## src/sv/ssd_pkg.sv

```systemverilog
// ----------------------------------------------------------------------------
// ssd_pkg
// Shared types, constants and segment decoding for the seven-segment
// serial driver.
// ----------------------------------------------------------------------------
package ssd_pkg;

  localparam int DIGIT_COUNT_DEF = 3;
  localparam int BITS_PER_DIGIT  = 8;
  localparam int NUMBER_W        = 10;
  localparam int QUEUE_DEPTH     = 2;
  localparam logic [NUMBER_W-1:0] NUMBER_LIMIT = 10'd999;

  typedef enum logic [1:0] {
    KIND_SHOW,
    KIND_BLANK,
    KIND_ERROR
  } ssd_kind_t;

  typedef struct packed {
    ssd_kind_t           kind;
    logic [NUMBER_W-1:0] number;
  } ssd_cmd_t;

  typedef struct packed {
    logic     valid;
    ssd_cmd_t cmd;
  } ssd_req_t;

  // active-low register image, bit 0 = QA, QH kept dark
  function automatic logic [BITS_PER_DIGIT-1:0] seg_image(input logic [3:0] digit);
    logic [6:0] lit;
    unique case (digit)
      4'd0:    lit = 7'h3F;
      4'd1:    lit = 7'h30;
      4'd2:    lit = 7'h5B;
      4'd3:    lit = 7'h4F;
      4'd4:    lit = 7'h66;
      4'd5:    lit = 7'h6D;
      4'd6:    lit = 7'h7D;
      4'd7:    lit = 7'h07;
      4'd8:    lit = 7'h7F;
      4'd9:    lit = 7'h67;
      default: lit = 7'h00;
    endcase
    return {1'b1, ~lit};
  endfunction

endpackage

```

## src/sv/ssd_front.sv

```systemverilog
// ----------------------------------------------------------------------------
// ssd_front
// Accepts display requests, classifies them and holds them in a short
// queue for the serialiser.
// ----------------------------------------------------------------------------
module ssd_front (
  input  logic                          clk,
  input  logic                          rst_n,
  input  logic                          push,
  output logic                          full,
  input  logic                          in_req_type,
  input  logic [ssd_pkg::NUMBER_W-1:0]  in_number,
  output ssd_pkg::ssd_req_t             req,
  input  logic                          take
);

  localparam int PTR_W = (ssd_pkg::QUEUE_DEPTH > 1) ? $clog2(ssd_pkg::QUEUE_DEPTH) : 1;
  localparam int CNT_W = $clog2(ssd_pkg::QUEUE_DEPTH + 1);
  localparam logic [CNT_W-1:0] DEPTH_CNT = CNT_W'(ssd_pkg::QUEUE_DEPTH);
  localparam logic [PTR_W-1:0] LAST_PTR  = PTR_W'(ssd_pkg::QUEUE_DEPTH - 1);

  ssd_pkg::ssd_cmd_t  entry_r [ssd_pkg::QUEUE_DEPTH];
  logic [PTR_W-1:0]   wr_ptr_r;
  logic [PTR_W-1:0]   rd_ptr_r;
  logic [CNT_W-1:0]   count_r;
  ssd_pkg::ssd_cmd_t  cmd_in;
  logic               do_push;
  logic               do_pop;

  always_comb begin
    cmd_in.number = in_number;
    if (in_req_type) begin
      cmd_in.kind = ssd_pkg::KIND_BLANK;
    end else if (in_number > ssd_pkg::NUMBER_LIMIT) begin
      cmd_in.kind = ssd_pkg::KIND_ERROR;
    end else begin
      cmd_in.kind = ssd_pkg::KIND_SHOW;
    end
  end

  assign full      = (count_r == DEPTH_CNT);
  assign do_push   = push && !full;
  assign do_pop    = take && (count_r != '0);
  assign req.valid = (count_r != '0);
  assign req.cmd   = entry_r[rd_ptr_r];

  always_ff @(posedge clk) begin
    if (do_push) begin
      entry_r[wr_ptr_r] <= cmd_in;
    end
  end

  always_ff @(posedge clk) begin
    if (!rst_n) begin
      wr_ptr_r <= '0;
      rd_ptr_r <= '0;
      count_r  <= '0;
    end else begin
      if (do_push) begin
        wr_ptr_r <= (wr_ptr_r == LAST_PTR) ? '0 : PTR_W'(wr_ptr_r + 1'b1);
      end
      if (do_pop) begin
        rd_ptr_r <= (rd_ptr_r == LAST_PTR) ? '0 : PTR_W'(rd_ptr_r + 1'b1);
      end
      if (do_push && !do_pop) begin
        count_r <= CNT_W'(count_r + 1'b1);
      end else if (do_pop && !do_push) begin
        count_r <= CNT_W'(count_r - 1'b1);
      end
    end
  end

  a_count_bound: assert property (@(posedge clk) disable iff (!rst_n)
    count_r <= DEPTH_CNT)
    else $error("queue count beyond depth");

  a_pop_needs_entry: assert property (@(posedge clk) disable iff (!rst_n)
    take |-> req.valid)
    else $error("take from empty queue");

endmodule

```

## src/sv/ssd_back.sv

```systemverilog
// ----------------------------------------------------------------------------
// ssd_back
// Splits the number one decimal digit at a time and shifts the active-low
// register images out bit by bit into the result register.
// ----------------------------------------------------------------------------
module ssd_back #(
  parameter int DIGIT_COUNT = ssd_pkg::DIGIT_COUNT_DEF
) (
  input  logic              clk,
  input  logic              rst_n,
  input  ssd_pkg::ssd_req_t req,
  output logic              take,
  output logic              empty,
  input  logic              pop,
  output logic              out_serial_bit,
  output logic              out_shift_valid,
  output logic              out_latch,
  output logic              out_range_error
);

  localparam int BPD   = ssd_pkg::BITS_PER_DIGIT;
  localparam int NW    = ssd_pkg::NUMBER_W;
  localparam int BIT_W = $clog2(BPD);
  localparam int DIG_W = (DIGIT_COUNT > 1) ? $clog2(DIGIT_COUNT) : 1;
  localparam logic [BIT_W-1:0] LAST_BIT   = BIT_W'(BPD - 1);
  localparam logic [DIG_W-1:0] LAST_DIGIT = DIG_W'(DIGIT_COUNT - 1);

  logic              busy_r;
  logic              blank_r;
  logic [NW-1:0]     value_r;
  logic [BPD-1:0]    img_r;
  logic [BIT_W-1:0]  bit_r;
  logic [DIG_W-1:0]  digit_r;
  logic              out_valid_r;
  logic              out_serial_bit_r;
  logic              out_shift_valid_r;
  logic              out_latch_r;
  logic              out_range_error_r;

  logic              advance;
  logic              fin;
  logic              is_err;
  logic [NW-1:0]     src;
  logic              src_blank;
  logic [17:0]       prod;
  logic [NW-1:0]     quot;
  logic [3:0]        rem_digit;
  logic [BPD-1:0]    img_next;

  assign advance = !out_valid_r || pop;
  assign fin     = busy_r && (bit_r == LAST_BIT) && (digit_r == LAST_DIGIT);
  assign is_err  = (req.cmd.kind == ssd_pkg::KIND_ERROR);
  assign take    = req.valid && advance && (!busy_r || (fin && !is_err));

  // divide by ten through the reciprocal 205/2048, exact below 1029
  always_comb begin
    src       = take ? req.cmd.number : value_r;
    src_blank = take ? (req.cmd.kind == ssd_pkg::KIND_BLANK) : blank_r;
    prod      = 18'(src) * 18'd205;
    quot      = NW'(prod >> 11);
    rem_digit = 4'(src - {quot[NW-4:0], 3'b000} - {quot[NW-2:0], 1'b0});
    img_next  = src_blank ? '1 : ssd_pkg::seg_image(rem_digit);
  end

  always_ff @(posedge clk) begin
    if (!rst_n) begin
      busy_r      <= 1'b0;
      out_valid_r <= 1'b0;
      bit_r       <= '0;
      digit_r     <= '0;
    end else begin
      if (advance) begin
        out_valid_r <= busy_r || (take && is_err);
        if (busy_r) begin
          out_serial_bit_r  <= img_r[bit_r];
          out_shift_valid_r <= 1'b1;
          out_latch_r       <= fin;
          out_range_error_r <= 1'b0;
        end else begin
          out_serial_bit_r  <= 1'b0;
          out_shift_valid_r <= 1'b0;
          out_latch_r       <= 1'b0;
          out_range_error_r <= 1'b1;
        end
      end
      if (take && !is_err) begin
        busy_r  <= 1'b1;
        blank_r <= src_blank;
        bit_r   <= '0;
        digit_r <= '0;
        img_r   <= img_next;
        value_r <= quot;
      end else if (busy_r && advance) begin
        if (bit_r == LAST_BIT) begin
          bit_r   <= '0;
          digit_r <= DIG_W'(digit_r + 1'b1);
          img_r   <= img_next;
          value_r <= quot;
          if (digit_r == LAST_DIGIT) begin
            busy_r <= 1'b0;
          end
        end else begin
          bit_r <= BIT_W'(bit_r + 1'b1);
        end
      end
    end
  end

  assign empty           = !out_valid_r;
  assign out_serial_bit  = out_serial_bit_r;
  assign out_shift_valid = out_shift_valid_r;
  assign out_latch       = out_latch_r;
  assign out_range_error = out_range_error_r;

  a_no_take_mid_frame: assert property (@(posedge clk) disable iff (!rst_n)
    (busy_r && !fin) |-> !take)
    else $error("request taken in the middle of a frame");

  a_error_not_shifted: assert property (@(posedge clk) disable iff (!rst_n)
    (out_valid_r && out_range_error_r) |-> (!out_shift_valid_r && !out_latch_r))
    else $error("error result marked as shifted");

  a_frame_end: assert property (@(posedge clk) disable iff (!rst_n)
    (fin && advance) |=> (out_valid_r && out_latch_r))
    else $error("last frame bit without latch flag");

  a_latch_shifted: assert property (@(posedge clk) disable iff (!rst_n)
    (out_valid_r && out_latch_r) |-> out_shift_valid_r)
    else $error("latch flag on unshifted result");

endmodule

```

## src/sv/seven_segment_serial_driver.sv

```systemverilog
// ----------------------------------------------------------------------------
// seven_segment_serial_driver
// Display requests in, one serial shift-register bit per result out.
// From idle, a display or blank request is loaded into the serialiser before
// its first bit is registered; an out-of-range request is registered as an
// error result when taken. The one-bit-per-cycle serialiser, held while a
// result waits for pop, shifts DIGIT_COUNT images of eight bits per request;
// a frame that starts from idle adds a load step, an error takes one result.
// Reset: synchronous, clears queue, serialiser state and output valid flag.
// ----------------------------------------------------------------------------
module seven_segment_serial_driver #(
  parameter int DIGIT_COUNT = ssd_pkg::DIGIT_COUNT_DEF
) (
  input  logic                         clk,
  input  logic                         rst_n,
  input  logic                         push,
  output logic                         full,
  input  logic                         in_req_type,
  input  logic [ssd_pkg::NUMBER_W-1:0] in_number,
  output logic                         empty,
  input  logic                         pop,
  output logic                         out_serial_bit,
  output logic                         out_shift_valid,
  output logic                         out_latch,
  output logic                         out_range_error
);

  ssd_pkg::ssd_req_t req;
  logic              take;

  ssd_front u_front (
    .clk         (clk),
    .rst_n       (rst_n),
    .push        (push),
    .full        (full),
    .in_req_type (in_req_type),
    .in_number   (in_number),
    .req         (req),
    .take        (take)
  );

  ssd_back #(
    .DIGIT_COUNT (DIGIT_COUNT)
  ) u_back (
    .clk             (clk),
    .rst_n           (rst_n),
    .req             (req),
    .take            (take),
    .empty           (empty),
    .pop             (pop),
    .out_serial_bit  (out_serial_bit),
    .out_shift_valid (out_shift_valid),
    .out_latch       (out_latch),
    .out_range_error (out_range_error)
  );

endmodule
```

## config.mk

```make
export PLATFORM = sky130hd
export DESIGN_NAME = seven_segment_serial_driver
export DESIGN_NICKNAME = d
export VERILOG_FILES = /design/src/sv/ssd_pkg.sv /design/src/sv/ssd_front.sv /design/src/sv/ssd_back.sv /design/src/sv/seven_segment_serial_driver.sv
export SDC_FILE = /design/constraint.sdc
export NUM_CORES = 1
export LEC_CHECK = 0
export ABC_AREA = 1
export BUFFER_PORTS_ARGS = -buffer_cell sky130_fd_sc_hd__buf_4
export CAP_MARGIN = 40
export CORE_MARGIN = 2
export CORE_UTILIZATION = 40
export CTS_BUF_LIST = sky130_fd_sc_hd__clkbuf_8
export CTS_CLUSTER_SIZE = 12
export DETAILED_ROUTE_END_ITERATION = 7
export SLEW_MARGIN = 25
export SYNTH_ARGS = -nofsm -noshare
export SYNTH_HDL_FRONTEND = slang
export SYNTH_SLANG_ARGS = --single-unit
```

## constraint.sdc

```tcl
create_clock -name clk -period 23.4 [get_ports clk]
set_input_delay 7.02 -clock clk [delete_from_list [all_inputs] [get_ports clk]]
set_output_delay 7.02 -clock clk [all_outputs]
set_load 0.005 [all_outputs]
```

# == Word-level counts from Yosys, hierarchy flattened ==
# Memories as Yosys holds them, arrays and structs flattened. A register that Yosys moved wholly into a read port is not among the register bits.
# Index checks and enable logic that the tools add are counted.
# classes
addsub,8
n_mul,1
n_lt_le_gt_ge,2
n_eq_ne,5
mux,28
n_bitwise,2
reduce_logical,32
# ops
operator,n
two-way mux 10 bit,3
two-way mux 8 bit,3
multiplier 10 x 8 -> 18 bit (second input constant),1
two-way mux 1 bit,14
two-way mux 7 bit,2
logical AND 1 bit,12
> comparator 10 bit (second input constant),1
nonzero test 2 bit,5
two-way mux 2 bit,4
subtractor 4 bit,2
inverter 7 bit,1
equality test 2 bit (second input constant),3
zero test 1 bit,6
AND reduction 2 bit,3
AND reduction 3 bit,2
adder 2 x 1 -> 2 bit (second input constant),2
less-than comparator 3 x 4 -> 1 bit (second input constant),1
adder 3 x 1 -> 3 bit (second input constant),1
binary-select mux 1 bit (select 3 bit),1
equality test 3 bit (second input constant),1
logical OR 1 bit,3
two-way mux 3 bit,1
adder 1 bit (second input constant),2
equality test 2 x 1 -> 1 bit (second input constant),1
other kinds (3),3
# word_totals
regBits,34
mem_bits_rw,24
mem_bits_ro,112
input_bits,15
out_inout_bits,6
elab_cells,95
mem_count,2
# mem_list
name,words,word_bits,rd,rd_ports_with_merged_regs,write_ports,line,rtl
(name not given),16,7,1,0,0,ssd_pkg.sv:33,unique case (digit)
u_front.entry_r,2,12,1,1,1,ssd_front.sv:22,ssd_pkg::ssd_cmd_t entry_r [ssd_pkg::QUEUE_DEPTH];

# == Logic depth before layout (Yosys ltp) ==
# Gate-level depths: netlist (run 1).
# An unclocked memory read counts as a cell.
# logic_depth
ltp_word,16
mapped_depth,35
depth_no_buf,35

# == Modules after synthesis ==
# Synthesis (run 1) repeated with hierarchy kept, for this count alone.
# hier_totals
cells_unflattened,423
hier_area_um2,4081.4
# by_module_without_submodules
mod,n_inst,cells_each,area_per_inst_um2,seq_area_each_um2
ssd_back,1,346,2952.8,710.7
ssd_front,1,77,1128.6,820.8

# == Worst setup path after synthesis (run 1) ==
# No wires, ideal clock.
# synth_path
path_type,input port to flip-flop
from,input pop
to,"register u_back.img_r[5], data pin"
setup_ns,0.264
arrival_time_ns,11.966
required_ns,23.136
setup_slack_ns,11.171
path_stages,30
n_path_buf,1
cell_sequence,nor2_1 > a21oi_4 > nand2_4 > inv_2 > clkbuf_1 > nor2_1 > a31oi_1 > ha_1 > inv_1 > fa_1 > inv_1 > fa_1 > inv_1 > fa_1 > inv_1 > ha_1 > nand2_1 > a21oi_1 > a211oi_1 > o21ai_1 > xor2_1 > ha_1 > inv_1 > or2_2 > nand2_1 > inv_1 > nor2_1 > inv_1 > nand3_4 > nand3_1
# synth_via
word_cells_on_any_way,15
cone_classes,add/sub (2); mul (1); mux (6); bitwise (1); reduce/logical (4); memory (1)
# synth_lines
item,line,rtl
from (decl),seven_segment_serial_driver.sv:21,"input logic pop,"
logical OR 1 bit (*),ssd_back.sv:50,assign advance = !out_valid_r || pop;
logical AND 1 bit (*) (2 in series),ssd_back.sv:53,assign take = req.valid && advance && (!busy_r || (fin && !is_err));
two-way mux 10 bit (*),ssd_back.sv:57,src = take ? req.cmd.number : value_r;
multiplier 10 x 8 -> 18 bit (*),ssd_back.sv:59,prod = 18'(src) * 18'd205;
net u_back.prod[12],ssd_back.sv:45,logic [17:0] prod;
subtractor 4 bit (*),ssd_back.sv:61,"rem_digit = 4'(src - {quot[NW-4:0], 3'b000} - {quot[NW-2:0], 1'b0});"
memory read (16 x 7 bit) (*),-,
inverter 7 bit (*),ssd_pkg.sv:46,"return {1'b1, ~lit};"
two-way mux 7 bit (*),ssd_back.sv:62,img_next = src_blank ? '1 : ssd_pkg::seg_image(rem_digit);
two-way mux 8 bit,ssd_back.sv:94,if (bit_r == LAST_BIT) begin
two-way mux 8 bit,ssd_back.sv:93,end else if (busy_r && advance) begin
two-way mux 8 bit (*),ssd_back.sv:86,if (take && !is_err) begin
to (signal assigned),ssd_back.sv:91,img_r <= img_next;
to (signal assigned),ssd_back.sv:97,img_r <= img_next;
to (decl),ssd_back.sv:31,logic [BPD-1:0] img_r;
# The timed path passes the listed nets; every way through them passes the cells marked *. The select of a mux whose other input is x is not followed.
# A chain may end at the register's enable or synchronous reset.

# == Final worst setup path (run 1) ==
# layout_path
from,input pop
to,"register u_back.img_r[2], data pin"
# Same word-level chain as after synthesis.

==> results.py, run 1 <==
metrics = {
    "finish": {
        "drive_gt1_share_pct": 15.54,
        "area_growth_pct": 10.57,
        "nets": 546,
        "antenna_cells": 0,
        "mostFrequentLayoutCell": "inv_1",
        "final_cell_mix": "inv_1 (65), nand2_1 (64), ha_1 (59), edfxtp_1 (43), a21oi_1 (28)",
    },
    "floorplanning": {
        "coreArea_mm2": 0.01018,
        "initial_core_util_pct": 40.80,
        "rows": 37,
        "dieArea_mm2": 0.01122,
        "die_h_um": 105.9,
        "fp.dieW_um": 105.9,
        "pin_count": 21,
    },
    "logic_synthesis": {
        "muxShareOfSynthArea_pct": 0,
        "synth_top_family_by_area": "adder cells",
        "ys_seq_area_share_pct": 36.86,
        "synth-seq-cells": 55,
        "syn_area_per_cell_um2": 9.686,
        "synth-xor-area-share_pct": 2.108,
        "async_flop_share_pct": 0,
        "syn-cell-area_mm2": 0.004155,
        "synth-simple-area-share_pct": 20.42,
        "synth.net_count": 519,
        "synth_flop_cell": "edfxtp_1",
        "synth_edf_count": 43,
        "synth_cells": 429,
        "synth_compound_area_share_pct": 8.642,
        "yosysUniqueCellTypes": 37,
        "yosysWarningCount": 0,
        "synth_fa_ha_area_share_pct": 25.47,
    },
    "drt": {
        "first_pass_iters": 5,
        "routed_wirelength_um": 7855,
        "vias": 2893,
        "ant_nets": 0,
        "drtIter0Drc": 85,
        "viasPerCell": 4.879,
        "drcViolationCount": 0,
        "wl_per_cell_um": 13.25,
    },
    "clock_tree": {
        "cts.reportedPaths.clkPinSlew_ns": 0.10,
        "post-cts-setup-buffers": 0,
        "insertion_delay_ns": 0.31,
        "cts_max_path_buffers": 2,
        "holdBufCountCts": 0,
        "cts.sinks": 55,
        "cts_tree": "built",
        "numCtsBuffers": 5,
        "ctsResizeCount": 0,
        "cts-root-buf": "clkbuf_8",
        "htreeDepth": 2,
    },
    "setup_path": {
        "cp-end-kind": "register",
        "critPathMaxStageDelay_ns": 0.54,
        "path_delay_family": "adder cells",
        "critPathArrivalTime_ns": 12.63,
        "critical_path_class": "primary input to register",
        "rr_endpoint": "u_back.img_r[2]$_SDFFCE_PP1P_",
        "start_kind": "primary input",
        "crit_top_cell": "inv_1",
        "r2r_cells": 34,
        "crit_buf_inv": 10,
        "required_ns": 23.45,
        "path_depth": 30,
        "crit_fanout": 15,
        "slowest_stage": "fa_1",
        "r2r_setup_slack_ns": 16.66,
    },
    "sta": {
        "setup_viol": 0,
        "fin_skew_ns": 0.01163,
        "max_slew.worst_pin.slew_ns": 0.6663,
        "max_slew_margin_pct": 55.53,
        "finalHoldViolations": 0,
        "min_period_ns": 12.58,
        "fmax_mhz": 79.51,
        "grt_setup_unrepaired": "no",
        "fin_crit_sh_pct": 53.75,
        "drv_slew": 0,
        "tns_ns": 0,
    },
    "global_routing": {
        "grtUsageTotal_pct": 15.16,
        "antenna_found_initial": 0,
        "grt_pass1_vias": 2961,
        "grt_max_degree": 18,
        "gr-total-overflow": 0,
        "grt_first_pass_wirelength_um": 13700,
    },
    "min_path": {
        "hold_class": "register to register",
        "hp-start": "u_front.rd_ptr_r$_SDFFE_PN0P_",
        "min_path_cells": 1,
        "hold_path_end": "u_front.rd_ptr_r$_SDFFE_PN0P_",
    },
    "flow_run": {
        "maxCapViolations": 0,
    },
    "placed_design": {
        "port_buffers": 20,
        "routabilityCongestion": 0.8717,
        "hpwlAfterDp_um": 6582,
    },
    "outcome": {
        "status": "complete, no violations",
    },
}
-- cells by family (layout without fill, tap and decap cells) --
family	after synthesis	after routing
adders and majority gates	75	75
xor gates and xnor gates	10	10
and+or+nand+nor	154	154
AOI/OAI and AO/OA	64	64
buffers and inverters	71	99
DFF	55	55
-- area by class of cell --
type / instances / area (um^2)
Inverter: 68 / 256.5
Sequential cell: 55 / 1531
Tap cell: 136 / 170.2
Clock inverter: 3 / 41.29
Clock buffer: 5 / 68.82
Multi-Input combinational cell: 303 / 2356
Fill cell: 1016 / 5590
Timing Repair Buffer: 23 / 170.2
-- flip-flops by register name (all words and copies together), names as in the netlist, 2 cells and up, named ones only --
name	flops
u_back.bit_r	3
u_back.img_r	7
u_back.value_r	7
u_front.count_r	2
u_back.digit_r	2
u_front.entry_r	24
-- cell usage after synthesis, drive strengths merged (3+ instances only) --
library cell / n / area share, %
a21oi: 29 / 3.8
xor2: 9 / 1.9
inv: 67 / 6.1
nand4: 5 / 1.1
nand3: 30 / 5.5
edfxtp: 43 / 31
fa: 16 / 7.7
o21ai: 23 / 2.8
nor2: 27 / 2.5
a31oi: 3 / 0.45
nand2: 83 / 9.7
nor3: 4 / 0.48
ha: 59 / 18
dfxtp: 12 / 5.8
-- worst max path at each step --
stage	slack (ns)	to	start
after floorplan	11.17	u_back.img_r[5]$_SDFFCE_PP1P_	pop
after global placement	10.74	u_back.img_r[5]$_SDFFCE_PP1P_	pop
after detailed placement	10.54	u_back.img_r[2]$_SDFFCE_PP1P_	pop
after CTS	10.85	u_back.img_r[2]$_SDFFCE_PP1P_	pop
after global routing	10.25	u_back.img_r[5]$_SDFFCE_PP1P_	pop
final	10.82	u_back.img_r[2]$_SDFFCE_PP1P_	pop
-- worst register-to-register path: cells and delay by family (launching register included) --
kind | cells | cell delay (ns)
xor+xnor | 1 | 0.19
flops | 1 | 0.65
compound gates | 5 | 0.64
fa+ha+maj | 6 | 2.60
buf+inv | 10 | 1.05
simple gates | 12 | 1.37
-- through the flow --
stage	setup slack [ns]	utilization (%)	instance area (um^2)	instances	hold slack, ns
2_1_floorplan	11.17	-	4155	429	0.4255
3_3_place_gp	10.74	43.88	4469	583	0.4344
4_1_cts	10.85	45.06	4589	592	0.4588
6_report	10.82	45.11	4594	593	0.4636
3_5_place_dp	10.54	43.98	4479	584	0.4456
5_1_grt	10.25	45.11	4594	593	0.4879
-- layer usage --
layer	track usage, %	vias up	part of all wire, %
met5	0	-	0
met4	2.820	0	0.60
met3	1.778	4	2.3
met2	27.00	36	48
met1	20.05	1361	49
li1	-	1492	-
Power of run 1 is left out: the tool's default activity adds up to more than one toggle a clock period on the data nets, which glitch-free logic cannot reach.
==> run 2, diff against run 1 <==
clock period = 12.6 ns   (was 23.4 ns; I/O delays follow)
==> run 2 against run 1 <==
  * Non-clock buffer count unchanged
  * Largest cell class unchanged
  * Utilization down 0.17 points
  * Clock skew about the same
  * Routed wire length about the same
  * Global-route usage down 0.083 points
  * Register-to-register slack worse by 11 ns
  * First-iteration DRC count down 19%
  * Final cell count unchanged
  * Sequential cell count unchanged
  * Final area down 0.38%
  * Worst setup slack worse by 7.6 ns
  * Sequential share of layout area up 0.13 points
==> results.py, run 2 (synthesized netlist as in run 1, its figures left out) <==
metrics = {
    "setup_path": {
        "required_ns": 12.65,
        "critical_path_class": "primary input to register",
        "r2r_setup_slack_ns": 5.83,
        "timing.critical_path.from": "pop",
        "start_kind": "primary input",
        "cp-end-kind": "register",
        "crit_path_end": "u_back.img_r[5]$_SDFFCE_PP1P_",
        "critPathMaxStageDelay_ns": 0.54,
        "crit_fanout": 15,
        "crit_top_cell": "inv_1",
        "rr_endpoint": "u_back.img_r[5]$_SDFFCE_PP1P_",
        "r2r_cells": 34,
        "critPathArrivalTime_ns": 9.41,
        "slowest_stage": "fa_1",
    },
    "min_path": {
        "hold_class": "register to register",
    },
    "floorplanning": {
        "coreArea_mm2": 0.01018,
        "initial_core_util_pct": 40.80,
        "rows": 37,
        "fp.dieW_um": 105.9,
        "die_h_um": 105.9,
        "dieArea_mm2": 0.01122,
        "pin_count": 21,
    },
    "clock_tree": {
        "cts_tree": "built",
        "holdBufCountCts": 0,
        "cts.sinks": 55,
        "numCtsBuffers": 5,
        "cts-root-buf": "clkbuf_8",
        "cts_max_path_buffers": 2,
        "ctsResizeCount": 0,
        "cts.reportedPaths.clkPinSlew_ns": 0.10,
        "htreeDepth": 2,
        "insertion_delay_ns": 0.30,
        "post-cts-setup-buffers": 0,
    },
    "drt": {
        "met3_length_um": 121,
        "routed_wirelength_um": 7858,
        "first_pass_iters": 4,
        "wl_per_cell_um": 13.25,
        "top_layer": "met4",
        "wl_met2_um": 3773,
        "viasPerCell": 4.845,
        "vias": 2873,
        "drtIter0Drc": 69,
        "ant_nets": 0,
        "wl_met1_um": 3877,
        "drcViolationCount": 0,
    },
    "finish": {
        "area_growth_pct": 10.15,
        "ff_latch_area_mm2": 0.001531,
        "antenna_cells": 0,
        "nets": 546,
        "largest_register_ffs": 24,
        "top_regs": "u_front.entry_r x24, u_back.img_r x7, u_back.value_r x7",
        "finalInstanceArea_mm2": 0.004577,
        "multi_input_area_mm2": 0.002356,
        "drive_gt1_share_pct": 15.54,
        "fillCellCount": 1008,
        "final_cell_mix": "inv_1 (64), nand2_1 (64), ha_1 (59), edfxtp_1 (43), a21oi_1 (28)",
        "regMostFlops": "u_front.entry_r",
    },
    "sta": {
        "tns_ns": 0,
        "max_slew.worst_pin.slew_ns": 0.6798,
        "fmax_mhz": 106.8,
        "drv_slew": 0,
        "finalHoldViolations": 0,
        "fin_hold_ws_ns": 0.4630,
        "fin_skew_ns": 0.01154,
        "setup_viol": 0,
        "max_slew_margin_pct": 54.63,
        "grt_setup_unrepaired": "no",
        "fin_crit_sh_pct": 74.32,
        "min_period_ns": 9.365,
    },
    "global_routing": {
        "grtUsageTotal_pct": 15.08,
        "grt_first_pass_wirelength_um": 13630,
        "grt_pass1_vias": 2945,
        "grt_max_degree": 19,
        "antenna_found_initial": 0,
        "gr-total-overflow": 0,
    },
    "placed_design": {
        "hpwlAfterDp_um": 6612,
        "port_buffers": 20,
        "routabilityCongestion": 0.8717,
        "placed_area_mm2": 0.004479,
    },
    "flow_run": {
        "maxCapViolations": 0,
    },
    "outcome": {
        "status": "complete, no violations",
    },
}
## run 2: cell types whose count changed in the layout (fill, tap and decap cells not counted)
cell,before,now
clkinvlp_4,1,0
inv_1,65,64
clkinv_1,0,1
clkinv_4,0,1
bufinv_16,1,0
inv_8,0,1
## run 2: worst max-delay path, delay by kind of cell
family / cells / cell delay (ns)
AO/OA/AOI/OAI: 6 / 0.82
XOR/XNOR: 1 / 0.20
adder cells (fa/ha/maj): 6 / 2.61
buffers and inverters: 10 / 0.84
AND/OR/NAND/NOR: 7 / 1.16
## run 2: area by class of cell
type | instances | share of cell area [%]
clock inverters | 3 | 0.5194
inverters | 68 | 5.604
clock buffers | 5 | 1.504
repair buffers | 23 | 3.718
multi-input cells | 303 | 51.48
flip-flops and latches | 55 | 33.46
well taps | 136 | 3.718
## run 2: stage by stage
stage / cells / util [%] / setup WS, ns
6_report: 593 / 44.94 / 3.235
5_1_grt: 593 / 44.94 / 2.805
4_1_cts: 592 / 44.89 / 3.265
3_5_place_dp: 584 / 43.98 / 2.947
3_3_place_gp: 583 / 43.88 / 3.175
2_1_floorplan: 429 / - / 3.611
## run 2: metal layers
layer	vias to the layer above	track usage [%]
met1	1348	19.72
met2	23	26.96
met3	8	1.717
li1	1494	-
met5	-	0
met4	0	3.195
## run 2: worst min path at each step
| stage | startpoint | end | slack [ns] | cells past startpoint |
|---|---|---|---|---|
| 6_report | u_front.rd_ptr_r$_SDFFE_PN0P_ | u_front.rd_ptr_r$_SDFFE_PN0P_ | 0.46 | 1 |
| 5_1_grt | u_front.rd_ptr_r$_SDFFE_PN0P_ | u_front.rd_ptr_r$_SDFFE_PN0P_ | 0.48 | 1 |
| 2_1_floorplan | u_front.rd_ptr_r$_SDFFE_PN0P_ | register | 0.43 | 1 |
| 3_3_place_gp | u_front.rd_ptr_r$_SDFFE_PN0P_ | register | 0.43 | 1 |
| 3_5_place_dp | u_front.rd_ptr_r$_SDFFE_PN0P_ | register | 0.44 | 1 |
| 4_1_cts | u_front.rd_ptr_r$_SDFFE_PN0P_ | u_front.rd_ptr_r$_SDFFE_PN0P_ | 0.46 | 1 |
Power of run 2 is left out for the same reason.
